[config.mk]
export PLATFORM = sky130hd
export DESIGN_NAME = fir_lpf_out
export DESIGN_NICKNAME = d
export VERILOG_FILES = /design/src/rtl/fir_lpf_pkg.sv /design/src/rtl/fir_lpf_out.sv
export SDC_FILE = /design/constraint.sdc
export NUM_CORES = 1
export LEC_CHECK = 0
export ABC_AREA = 1
export BUFFER_PORTS_ARGS = -buffer_cell sky130_fd_sc_hd__buf_2
export CAP_MARGIN = 10
export CORE_ASPECT_RATIO = 0.6
export CORE_UTILIZATION = 46
export DETAILED_ROUTE_END_ITERATION = 12
export PLACE_DENSITY_LB_ADDON = 0.08
export SYNTH_ARGS = -nofsm -noshare
export SYNTH_HDL_FRONTEND = slang
export SYNTH_SLANG_ARGS = --single-unit
[constraint.sdc]
create_clock -name clk -period 2.3 [get_ports clk]
set_input_delay 0.23 -clock clk [delete_from_list [all_inputs] [get_ports clk]]
set_output_delay 0.23 -clock clk [all_outputs]
set_load 0.05 [all_outputs]
[src/rtl/fir_lpf_pkg.sv]
// Shared types and constants for the FIR low-pass filter.
// No dependencies; imported by every module of the filter.
`default_nettype none

package fir_lpf_pkg;

  localparam int SAMPLE_W    = 16;
  localparam int PROD_W      = 2 * SAMPLE_W;
  localparam int FRAC_BITS   = 15;
  localparam int ROUND_HALF  = 1 << (FRAC_BITS - 1);

  // Weight registers and the index port that writes them
  localparam int NUM_WEIGHTS  = 8;
  localparam int WEIGHT_IDX_W = $clog2(NUM_WEIGHTS);
  localparam int CFG_INDEX_W  = 8;

  typedef logic signed [SAMPLE_W-1:0] sample_t;

  localparam sample_t SAT_MAX = 16'sh7fff;
  localparam sample_t SAT_MIN = 16'sh8000;

endpackage

`default_nettype wire

[src/rtl/fir_lpf_out.sv]
// Output stage: round the full sum to Q1.15, saturate, and hold the result word.
// Depends on fir_lpf_pkg.
`default_nettype none

module fir_lpf_out #(
  parameter int ACC_W = 35
) (
  input  logic                    clk,
  input  logic                    rst,
  input  logic                    valid_in,
  input  logic signed [ACC_W-1:0] acc_in,
  input  logic                    out_ready,
  output logic                    advance,
  output logic                    out_valid,
  output fir_lpf_pkg::sample_t    filtered_out,
  output logic                    clipped
);
  import fir_lpf_pkg::*;

  localparam int QW = ACC_W + 1 - FRAC_BITS;

  logic [ACC_W:0]  biased;
  logic [QW-1:0]   q;
  logic            over;
  logic            under;
  sample_t         res_next;

  // Add half an LSB, then floor by dropping the fraction bits
  always_comb begin
    biased = {acc_in[ACC_W-1], acc_in} + (ACC_W+1)'(ROUND_HALF);
    q      = biased[ACC_W:FRAC_BITS];
    over   = ~q[QW-1] & (|q[QW-2:SAMPLE_W-1]);
    under  = q[QW-1] & ~(&q[QW-2:SAMPLE_W-1]);
    if (over) begin
      res_next = SAT_MAX;
    end else if (under) begin
      res_next = SAT_MIN;
    end else begin
      res_next = sample_t'(q[SAMPLE_W-1:0]);
    end
  end

  // The chain moves when the output register is empty or being drained
  assign advance = ~out_valid | out_ready;

  always_ff @(posedge clk) begin
    if (rst) begin
      out_valid <= 1'b0;
    end else if (advance) begin
      out_valid <= valid_in;
    end
  end

  always_ff @(posedge clk) begin
    if (advance) begin
      filtered_out <= res_next;
      clipped      <= over | under;
    end
  end

endmodule

`default_nettype wire

==> flow_summary.json <==
{
  "grt_util_all_layers_pct": 22.20,
  "antenna_found_initial": 0,
  "finalHoldViolCount": 0,
  "synthDistinctLibCells": 24,
  "placed_cells": 240,
  "outcome": "finished clean",
  "fin_util_pct": 60.18,
  "clkTransAtPathRegs_ns": 0.07,
  "postCtsSetupBuffers": 0,
  "crit_buf_inv": 1,
  "max_freq_ghz": 0.5458,
  "cts_resized": 0,
  "nNetsFinal": 253,
  "min_period_ns": 1.832,
  "antennaDiodeCount": 0,
  "synthesis.nets": 206,
  "area_growth_pct": 22.02,
  "wl_per_cell_um": 12.34,
  "setup_tns_ns": 0,
  "worst_slew_pin_slew_ns": 0.3775,
  "slew_violations": 0,
  "worst_path_max_delay_cell": "nand2_2",
  "die_h_um": 42.56,
  "cap_violations": 0,
  "drt-initial-drc-count": 95,
  "cp_cell_sequence": "buf_2 > ha_1 > nand2_1 > nor2_4 > nand3_1 > o21ai_1 > nand2_1 > nor2_1 > nand3_1 > nand2_2 > nand2_1",
  "synth_top_area_share_pct": 40.48,
  "mostFrequentLayoutCells": "nand2_1 (64), buf_2 (43), inv_1 (19)",
  "firstDrtPassIters": 4,
  "io_buffers": 43,
  "synth.area.top_cells": "edfxtp_1 (40%), nand2_1 (19%), inv_1 (5.7%)",
  "core-area_um2": 2557,
  "dieArea_um2": 2962,
  "synth_top_area_cell": "edfxtp_1",
  "rows": 14,
  "holdBufCountCts": 0,
  "vias_per_cell": 5.123,
  "initial_core_util_pct": 49.32,
  "synthCells": 166,
  "cts_root_buffer": "clkbuf_8",
  "fillers": 254,
  "rsz0062_at_grt": "no",
  "clock_skew_ns": 0.003711,
  "synth-seq-cells": 18,
  "cp_top_family": "simple AND/OR/NAND/NOR gates",
  "worst_setup_path_end_kind": "flip-flop",
  "vias": 1250,
  "seq_area_frac_synth_pct": 42.06,
  "chipWidth_um": 69.60,
  "gp_congestion": 0.9063,
  "grt_pass1_wl_um": 5085,
  "final.period_utilization_pct": 79.66,
  "critPathMaxStageDelay_ns": 0.25,
  "multi_input_area_um2": 625.6,
  "antenna_left": 0,
  "criticalPathCategory": "input port to flip-flop",
  "layout_commonest_cell": "nand2_1",
  "worst-path-max-fanout": 16,
  "drc_errors": 0,
  "grt_max_degree": 17,
  "numCtsBuffers": 3,
  "fin_cells": 244,
  "grt_overflow": 0,
  "routed_wl_um": 3012,
  "arrival_ns": 1.83,
  "holdWs_ns": 0.1227,
  "p_per_area_nw_per_um2": 563.2,
  "timing.critical_path.mode_cell": "nand2_1",
  "syn_avg_cell_area_um2": 7.598,
  "slew_headroom_pct": 74.78,
  "cp_data_required_time_ns": 2.30,
  "regArea_um2": 530.5,
  "setup_viol": 0,
  "syn_area_um2": 1261,
  "vdd.ir_drop.worst_mv": 0.2878,
  "hp-class": "input port to flip-flop",
  "cts_tree": "built",
  "htree_levels": 1,
  "leakage_nw": 0.7179,
  "grt_pass1_vias": 1164,
  "clock_latency_ns": 0.26,
  "drive_gt1_share_pct": 27.83,
  "cts.sinks": 18,
  "cp-start-kind": "input port",
  "ys_warn_count": 0,
  "io_pins": 58,
  "dp_hpwl_um": 2417,
  "max-clock-path-buffers": 2
}
==> cells by family after synthesis <==
kind of cell | count (synthesis) | synth area share, %
adders and majority gates | 1 | 0.9919
and+or+nand+nor | 106 | 37.10
xor gates and xnor gates | 12 | 8.333
AOI/OAI and AO/OA | 7 | 3.174
buffers and inverters | 22 | 8.333
DFF | 18 | 42.06
==> metrics by stage <==
| stage | instance area [µm²] | power [mW] | setup slack, ns |
|---|---|---|---|
| 5_1_grt | 1539 | 0.9046 | 0.2759 |
| 2_1_floorplan | 1261 | 0.5786 | 0.4916 |
| 3_3_place_gp | 1494 | 0.6408 | 0.2691 |
| 3_5_place_dp | 1494 | 0.6460 | 0.2220 |
| 6_report | 1539 | 0.8668 | 0.4677 |
| 4_1_cts | 1539 | 0.8697 | 0.4834 |
==> final cells by class <==
| class | count | area share (%) |
|---|---|---|
| inverters | 20 | 4.878 |
| well taps | 32 | 2.602 |
| clock buffers | 3 | 2.683 |
| multi-input cells | 126 | 40.65 |
| flip-flops and latches | 18 | 34.47 |
| clock inverters | 1 | 0.2439 |
| repair buffers | 44 | 14.47 |
==> final timing paths <==
kind	from	endpoint	slack (ns)	cells after the start
worst max-delay path	acc_in[14]	filtered_out[12]	0.47	11
worst min-delay path	rst	out_valid	0.12	2
worst max register to register	out_valid	filtered_out[10]	1.12	2
worst min register to register	out_valid	out_valid	0.76	2
==> cells in the mapped netlist (all sizes together) <==
cell    instances
nor3            3
a21oi           3
o21ai           2
xor2            5
nor4            1
o22a            1
nand3          11
dfxtp           1
edfxtp         17
ha              1
nor2           21
o22ai           1
inv            20
nand2          68
nand4           2
xnor2           7
buf             2
==> worst register-to-register path, cell delays in order (launching register included) <==
cell     delay, ns
dfxtp_1       0.31
nand2_1       0.30
buf_4         0.27
==> power breakdown <==
part           total (mW)  leakage, nW  switching (mW)  internal, mW
clock               0.228       0.0231           0.109         0.119
combinational       0.244        0.519           0.182        0.0624
sequential          0.395        0.176         0.00566         0.389
==> routing by layer <==
metal / global-route usage [%] / up-vias / part of all wire (%)
met2: 36.31 / 53 / 45
met1: 27.70 / 573 / 45
met4: 4.898 / 0 / 0.33
met5: 0 / - / 0
met3: 9.135 / 2 / 8.9
li1: - / 622 / -
==> flip-flops by register name, summed over array words and instances (netlist names) <==
register	flops
out_valid	1
clipped	1
filtered_out	16
No activity file was read; power rests on OpenSTA's default activity.
