[src/rtl/fir_lpf_pkg.sv]
// Shared types and constants for the FIR low-pass filter.
// No dependencies; imported by every module of the filter.
`default_nettype none

package fir_lpf_pkg;

  localparam int SAMPLE_W    = 16;
  localparam int PROD_W      = 2 * SAMPLE_W;
  localparam int FRAC_BITS   = 15;
  localparam int ROUND_HALF  = 1 << (FRAC_BITS - 1);

  // Weight registers and the index port that writes them
  localparam int NUM_WEIGHTS  = 8;
  localparam int WEIGHT_IDX_W = $clog2(NUM_WEIGHTS);
  localparam int CFG_INDEX_W  = 8;

  typedef logic signed [SAMPLE_W-1:0] sample_t;

  localparam sample_t SAT_MAX = 16'sh7fff;
  localparam sample_t SAT_MIN = 16'sh8000;

endpackage

`default_nettype wire

[src/rtl/fir_lpf_cell.sv]
// One tap cell of the systolic FIR chain: multiply, add to the partial sum, register.
// Depends on fir_lpf_pkg.
`default_nettype none

module fir_lpf_cell #(
  parameter int TAPS  = 8,
  parameter int IDX   = 0,
  parameter int ACC_W = 35
) (
  input  logic                    clk,
  input  logic                    rst,
  input  logic                    advance,
  input  logic                    valid_in,
  input  logic signed [ACC_W-1:0] acc_in,
  input  fir_lpf_pkg::sample_t    win_in [TAPS],
  input  fir_lpf_pkg::sample_t    weight,
  output logic                    valid_out,
  output logic signed [ACC_W-1:0] acc_out,
  output fir_lpf_pkg::sample_t    win_out [TAPS]
);
  import fir_lpf_pkg::*;

  logic signed [PROD_W-1:0] prod;
  logic signed [ACC_W-1:0]  acc_next;

  // Weight times this cell's sample, added to the running sum
  always_comb begin
    prod     = weight * win_in[IDX];
    acc_next = acc_in + ACC_W'(prod);
  end

  // Advance the valid flag with the chain
  always_ff @(posedge clk) begin
    if (rst) begin
      valid_out <= 1'b0;
    end else if (advance) begin
      valid_out <= valid_in;
    end
  end

  // Hand the partial sum and the window on to the next cell
  always_ff @(posedge clk) begin
    if (advance) begin
      acc_out <= acc_next;
      win_out <= win_in;
    end
  end

endmodule

`default_nettype wire

[config.mk]
export PLATFORM = sky130hd
export DESIGN_NAME = fir_lpf_cell
export DESIGN_NICKNAME = d
export VERILOG_FILES = /design/src/rtl/fir_lpf_pkg.sv /design/src/rtl/fir_lpf_cell.sv
export SDC_FILE = /design/constraint.sdc
export NUM_CORES = 1
export LEC_CHECK = 0
export ABC_AREA = 1
export BUFFER_PORTS_ARGS = -buffer_cell sky130_fd_sc_hd__buf_2
export CORE_ASPECT_RATIO = 2
export CORE_MARGIN = 2
export CORE_UTILIZATION = 24
export DETAILED_ROUTE_END_ITERATION = 8
export GPL_TIMING_DRIVEN = 0
export PLACE_DENSITY = 0.5
export REMOVE_ABC_BUFFERS = 1
export SLEW_MARGIN = 40
export SYNTH_ARGS = -nofsm -noshare
export SYNTH_HDL_FRONTEND = slang
export SYNTH_SLANG_ARGS = --single-unit
[constraint.sdc]
create_clock -name clk -period 6.25 [get_ports clk]
set_clock_uncertainty 0.1 [all_clocks]
set_input_delay 0.625 -clock clk [delete_from_list [all_inputs] [get_ports clk]]
set_output_delay 0.625 -clock clk [all_outputs]
set_load 0.005 [all_outputs]
==> results of run 1 <==
## worst register-to-register path, cell delays in order, from the launching register on
cell,delay [ns]
dfxtp_1,0.32
mux2i_1,0.14
nor2_1,0.06
## metal layers
| layer | track usage | up-vias |
|---|---|---|
| li1 | - | 5899 |
| met1 | 0.141 | 6381 |
| met2 | 0.289 | 436 |
| met3 | 0.0273 | 111 |
| met4 | 0.0643 | 12 |
| met5 | 0 | - |
## worst paths after layout
kind                from          end  cells past startpoint
max          win_in[127]  acc_out[21]                     20
min                  rst    valid_out                      2
max reg2reg    valid_out    valid_out                      2
min reg2reg    valid_out    valid_out                      2
## stage by stage
step / cells / hold WS (ns) / cell area, µm²
after floorplan: 1777 / 0.385 / 17200
after global placement: 3046 / 0.374 / 20100
after detailed placement: 3048 / 0.442 / 20200
after CTS: 3080 / 0.168 / 20800
after global routing: 3084 / 0.178 / 20900
final: 3084 / 0.208 / 20900
## layout make-up
type	instances	area, µm²	share of cell area
tap	923	1150	0.0553
inverter	578	2170	0.104
timing repair buffer	352	1850	0.0885
clock buffer	17	425	0.0204
multi-input combinational	1035	10200	0.487
clock inverter	15	194	0.00929
sequential	164	4910	0.235
## what timing repair did
action	CTS	global route
endpoints found under the hold margin	0	0
setup buffers	0	4
pin swaps	0	2
hold buffers	0	0
endpoints found under the setup margin	5	11
resized for setup	1	16
## cells in the final DEF, fill, tap and decap left out, types with 2 or more instances in the layout
master,count
nand2_1,437
or2_2,2
a21oi_1,26
xnor2_1,4
nor3_1,5
clkbuf_4,4
ha_1,102
inv_6,2
nor2_2,5
and2_1,2
clkinv_4,2
inv_8,4
buf_16,2
fa_2,2
nand2_2,6
o21ai_0,6
ha_2,2
nand4_1,7
clkinv_8,5
fa_1,308
buf_2,337
clkbuf_16,17
edfxtp_1,163
nor3_2,2
inv_1,578
o21bai_1,7
buf_4,8
inv_12,2
nand3_1,35
xor2_1,15
nor2_1,53
## cells by family (layout without fill, tap and decap cells)
kind of cell,after synthesis,in the layout,synth area share
xor gates and xnor gates,19,19,0.00952
DFF,164,164,0.281
and+or+nand+nor,560,560,0.128
muxes,1,1,0.000573
AOI/OAI and AO/OA,41,41,0.0130
adders and majority gates,414,414,0.430
buffers and inverters,640,962,0.138
## state kept, by name, indices dropped and copies added, names as in the netlist
register	count
valid_out	1
acc_out	35
win_out	128
==> metrics.csv, run 1 <==
stage,metric,value,unit
logic_synthesis,synth.most_common_cell,inv_1,
cts,clkLatencyLatePin,0.47,ns
grt,overflow,0,
cts,h-tree-depth,4,
logic_synthesis,synth_flop_cell,edfxtp_1,
floorplan,num_rows,140,
grt,grt_pass1_vias,14500,
logic_synthesis,synth_edf_count,163,
final_layout,drive_gt1_frac,0.187,
grt,track_usage,0.144,
floorplan,start_util,0.241,
route,top_layer,met5,
route,drc,0,
route,wl_met1,18.4,mm
final_layout,antenna_cells,0,
critical_path,ff2ff_setup_slack,5.53,ns
critical_path,cp_slowest_cell,inv_1,
logic_synthesis,synthArstFlopShare,0,
floorplan,io_pins,347,
placement,preCtsSetupSlack,-0.622,ns
logic_synthesis,synth_area_per_cell,9.50,µm²
grt,grt_pass1_wl,80.5,mm
critical_path,start_kind,input pin,
placement,routabilityCongestion,0.880,
critical_path,crit_family,adder cells,
critical_path,crit_path_end_kind,flip-flop,
logic_synthesis,yosysSeqAreaShare,0.281,
logic_synthesis,syn_inst,1839,
outcome,status,finished clean,
grt,grt_max_degree,80,
job,maxCapViolCount,0,
final_layout,synthToLayoutAreaGrowth,19.5,%
logic_synthesis,netlist_top_cells_count,"inv_1, nand2_1, fa_1",
critical_path,crit_path_cell_trace,buf_2 > inv_1 > or2_2 > fa_1 > fa_1 > inv_1 > fa_1 > fa_1 > fa_1 > inv_1 > fa_1 > inv_1 > ha_1 > nand2_1 > nor2_1 > inv_1 > nor2_1 > nand4_1 > nand3_1 > xor2_1,
sta,setup_ws,0.196,ns
logic_synthesis,ys_types,31,
route,post_drt_wl_per_cell,17.1,µm
final_layout,final_util,0.288,
logic_synthesis,synth_top_area_frac,0.355,
logic_synthesis,yosysWarnings,0,
logic_synthesis,synth_top_cell_by_area,fa_1,
sta,min_period_over_period,0.969,
sta,fmax,165,MHz
route,drt-total-wl,52.6,mm
sta,tightest_slew,0.776,ns
route,wl_met3,2.63,mm
route,drtIter0Drc,497,
critical_path,path_max_fanout,17,
logic_synthesis,synth_area,17500,µm²
logic_synthesis,yosys-top-cells-area,"fa_1, edfxtp_1, inv_1",
critical_path,worstPathArrival,6.22,ns
floorplan,die_h,386,µm
cts,cts_tree,done,
floorplan,die_w,195,µm
grt,antenna_found_initial,7,
critical_path,required,6.41,ns
placement,io_buffers,346,
cts,clkSlewWorstSetupHoldPaths,0.08,ns
critical_path,cp.buffers_inverters,6,
sta,grt_setup_unrepaired,false,
sta,min_period,6.05,ns
route,wl_met2,29.5,mm
placement,hpwl,44.4,mm
cts,cts_root_buffer,clkbuf_16,
sta,finalSetupTns,0,ns
critical_path,crit_type,in2reg,
critical_path,cpMostUsedCell,fa_1,
cts,cts.sinks,164,
route,drt_pass1_iterations,5,
worst_hold_path,worst_hold_path_type,in2reg,
sta,setup_viol,0,
sta,slew-limit-headroom,0.482,
cts,numCtsBuffers,17,
sta,final-hold-violation-count,0,
route,ant_nets,0,
critical_path,slowest_delay,0.56,ns
floorplan,die-area,75100,µm²
floorplan,core_area,72500,µm²
route,vias_per_cell,4.16,
final_layout,layout.nets,2745,
cts,clockBufferDepth,2,
logic_synthesis,synth_seq_cells,164,
final_layout,num-fill-cells,7742,
route,vias,12800,
sta,drv_slew,0,
Power of run 1 is left out: the tool's default activity adds up to more than one toggle a clock period on the data nets, which glitch-free logic cannot reach.
==> run 2: changes to the inputs <==
Settings changed: PLACE_DENSITY 0.5 to 0.48.
Clock period 6.25 ns to 6.3 ns, I/O delays scaled along.
==> run 2 against run 1 <==
Compared with the run above:
- worst setup slack better by 0.13 ns
- sequential share of layout area hardly changed
- cell area hardly changed
- global-route usage rose by 0.14 points
- final cell count about the same
- non-clock buffer count is 1 higher
- sequential cell count unchanged
- first-iteration DRC count fell by 21%
- via count up 0.13%
- clock-buffer cell count is the same
- critical path type unchanged
==> metrics.csv, run 2 (synthesized netlist as in run 1, its figures left out) <==
stage,metric,value,unit,change
grt,grt_max_degree,67,,-16%
placement,io_buffers,346,,unchanged
final_layout,top_regs,"win_out: 128 flops, acc_out: 35 flops, valid_out: 1 flops",,
route,drt-total-wl,52.7,mm,+0.18%
placement,hpwl,44.3,mm,-0.34%
grt,track_usage,0.146,,+0.00140
sta,setup_ws,0.323,ns,+0.127 ns
final_layout,num-fill-cells,7786,,+0.57%
sta,min_period_over_period,0.949,,
sta,min_period,5.98,ns,
critical_path,crit_type,in2reg,,
critical_path,cpMostUsedCell,fa_1,,
grt,grt_pass1_vias,14600,,+0.79%
final_layout,layout_common_cells,"inv_1, nand2_1, buf_2",,
final_layout,drive_gt1_frac,0.189,,+0.00130
critical_path,worstPathArrival,6.08,ns,-0.14 ns
route,drtIter0Drc,392,,-21%
cts,numCtsBuffers,17,,unchanged
final_layout,synthToLayoutAreaGrowth,19.6,%,about the same
sta,slew-limit-headroom,0.510,,+0.0272
final_layout,final_cells,3087,,+0.097%
critical_path,start_kind,input pin,,
floorplan,start_util,0.241,,unchanged
final_layout,final_util,0.288,,about the same
cts,postCtsHoldBufs,0,,unchanged
floorplan,die-area,75100,µm²,unchanged
sta,finalSetupTns,0,ns,unchanged
grt,overflow,0,,unchanged
critical_path,cp_slowest_cell,fa_1,,
critical_path,crit_path_cell_trace,buf_4 > nand2_1 > fa_1 > inv_1 > fa_1 > inv_1 > fa_1 > inv_1 > fa_1 > fa_1 > inv_1 > fa_1 > inv_1 > ha_1 > nand2_1 > nor2_1 > nand2_1 > nor3_1 > nand2_1 > nand4_1 > nand2_1,,
placement,routabilityCongestion,0.896,,+1.7%
final_layout,layout_commonest_cell,inv_1,,
placement,dpl.cell_count,3048,,unchanged
critical_path,path_max_fanout,17,,unchanged
sta,fmax,167,MHz,
cts,cts_root_buffer,clkbuf_16,,
route,post_drt_wl_per_cell,17.1,µm,about the same
final_layout,layout.nets,2746,,+0.036%
cts,clkLatencyLatePin,0.47,ns,about the same
cts,cts_tree,done,,
cts,clkSlewWorstSetupHoldPaths,0.08,ns,about the same
final_layout,seqCellArea,4910,µm²,unchanged
final_layout,regMostFlops,win_out,,
floorplan,io_pins,347,,unchanged
critical_path,crit_path_end_kind,flip-flop,,
cts,clockBufferDepth,2,,unchanged
critical_path,cp.buffers_inverters,6,,unchanged
route,drt_pass1_iterations,6,,+1
route,ant_nets,0,,unchanged
sta,grt_setup_unrepaired,false,,
floorplan,die_w,195,µm,unchanged
worst_hold_path,worst_hold_path_type,in2reg,,
cts,cts.sinks,164,,unchanged
critical_path,required,6.40,ns,about the same
outcome,status,finished clean,,
grt,grt_pass1_wl,81.4,mm,+1.1%
critical_path,slowest_delay,0.64,ns,+0.08 ns
route,vias_per_cell,4.16,,about the same
critical_path,crit_family,adder cells,,
grt,antenna_found_initial,4,,-3
placement,preCtsSetupSlack,-0.617,ns,+0.00472 ns
final_layout,multiInputGateArea,10200,µm²,about the same
floorplan,die_h,386,µm,unchanged
sta,setup_viol,0,,unchanged
route,drc,0,,unchanged
route,vias,12900,,+0.13%
floorplan,core_area,72500,µm²,unchanged
sta,final-hold-violation-count,0,,unchanged
job,maxCapViolCount,0,,unchanged
cts,h-tree-depth,4,,unchanged
floorplan,num_rows,140,,unchanged
final_layout,largest_register_ffs,128,,unchanged
sta,drv_slew,0,,unchanged
sta,tightest_slew,0.735,ns,-0.0407 ns
[run 2: repair_timing]
item	4_1_cts	5_1_grt
setup endpoints to repair	4	19
pin swaps	0	2
resized for setup	1	15
buffers inserted	0	5
hold endpoints to repair	0	0
[run 2: layout make-up]
type,instances,share of cell area
Antenna cell,2,0.000239
Clock buffer,17,0.0204
Clock inverter,15,0.00964
Inverter,578,0.104
Multi-Input combinational cell,1035,0.487
Sequential cell,164,0.235
Tap cell,923,0.0553
Timing Repair Buffer,353,0.0886
[run 2: through the flow]
step / instance area, µm² / hold WS (ns)
CTS: 20800 / 0.158
global placement: 20100 / 0.384
finish: 20900 / 0.207
floorplan: 17200 / 0.385
detailed placement: 20200 / 0.423
global route: 20900 / 0.174
[run 2: worst paths after layout]
kind	end	slack, ns	from	cells after the start
hold / removal	valid_out	0.21	rst	2
setup / recovery	acc_out[29]	0.32	win_in[119]	21
setup reg to reg	valid_out	5.60	valid_out	2
hold reg to reg	valid_out	0.43	valid_out	2
[run 2: metal layers]
layer  track usage  vias to the layer above  wire length [µm]
met2         0.291                      455             29200
li1              -                     5902                 -
met4        0.0701                        4              2600
met3        0.0285                      114              2620
met1         0.141                     6381             18300
met5             0                        -                39
Power of run 2 is left out for the same reason.
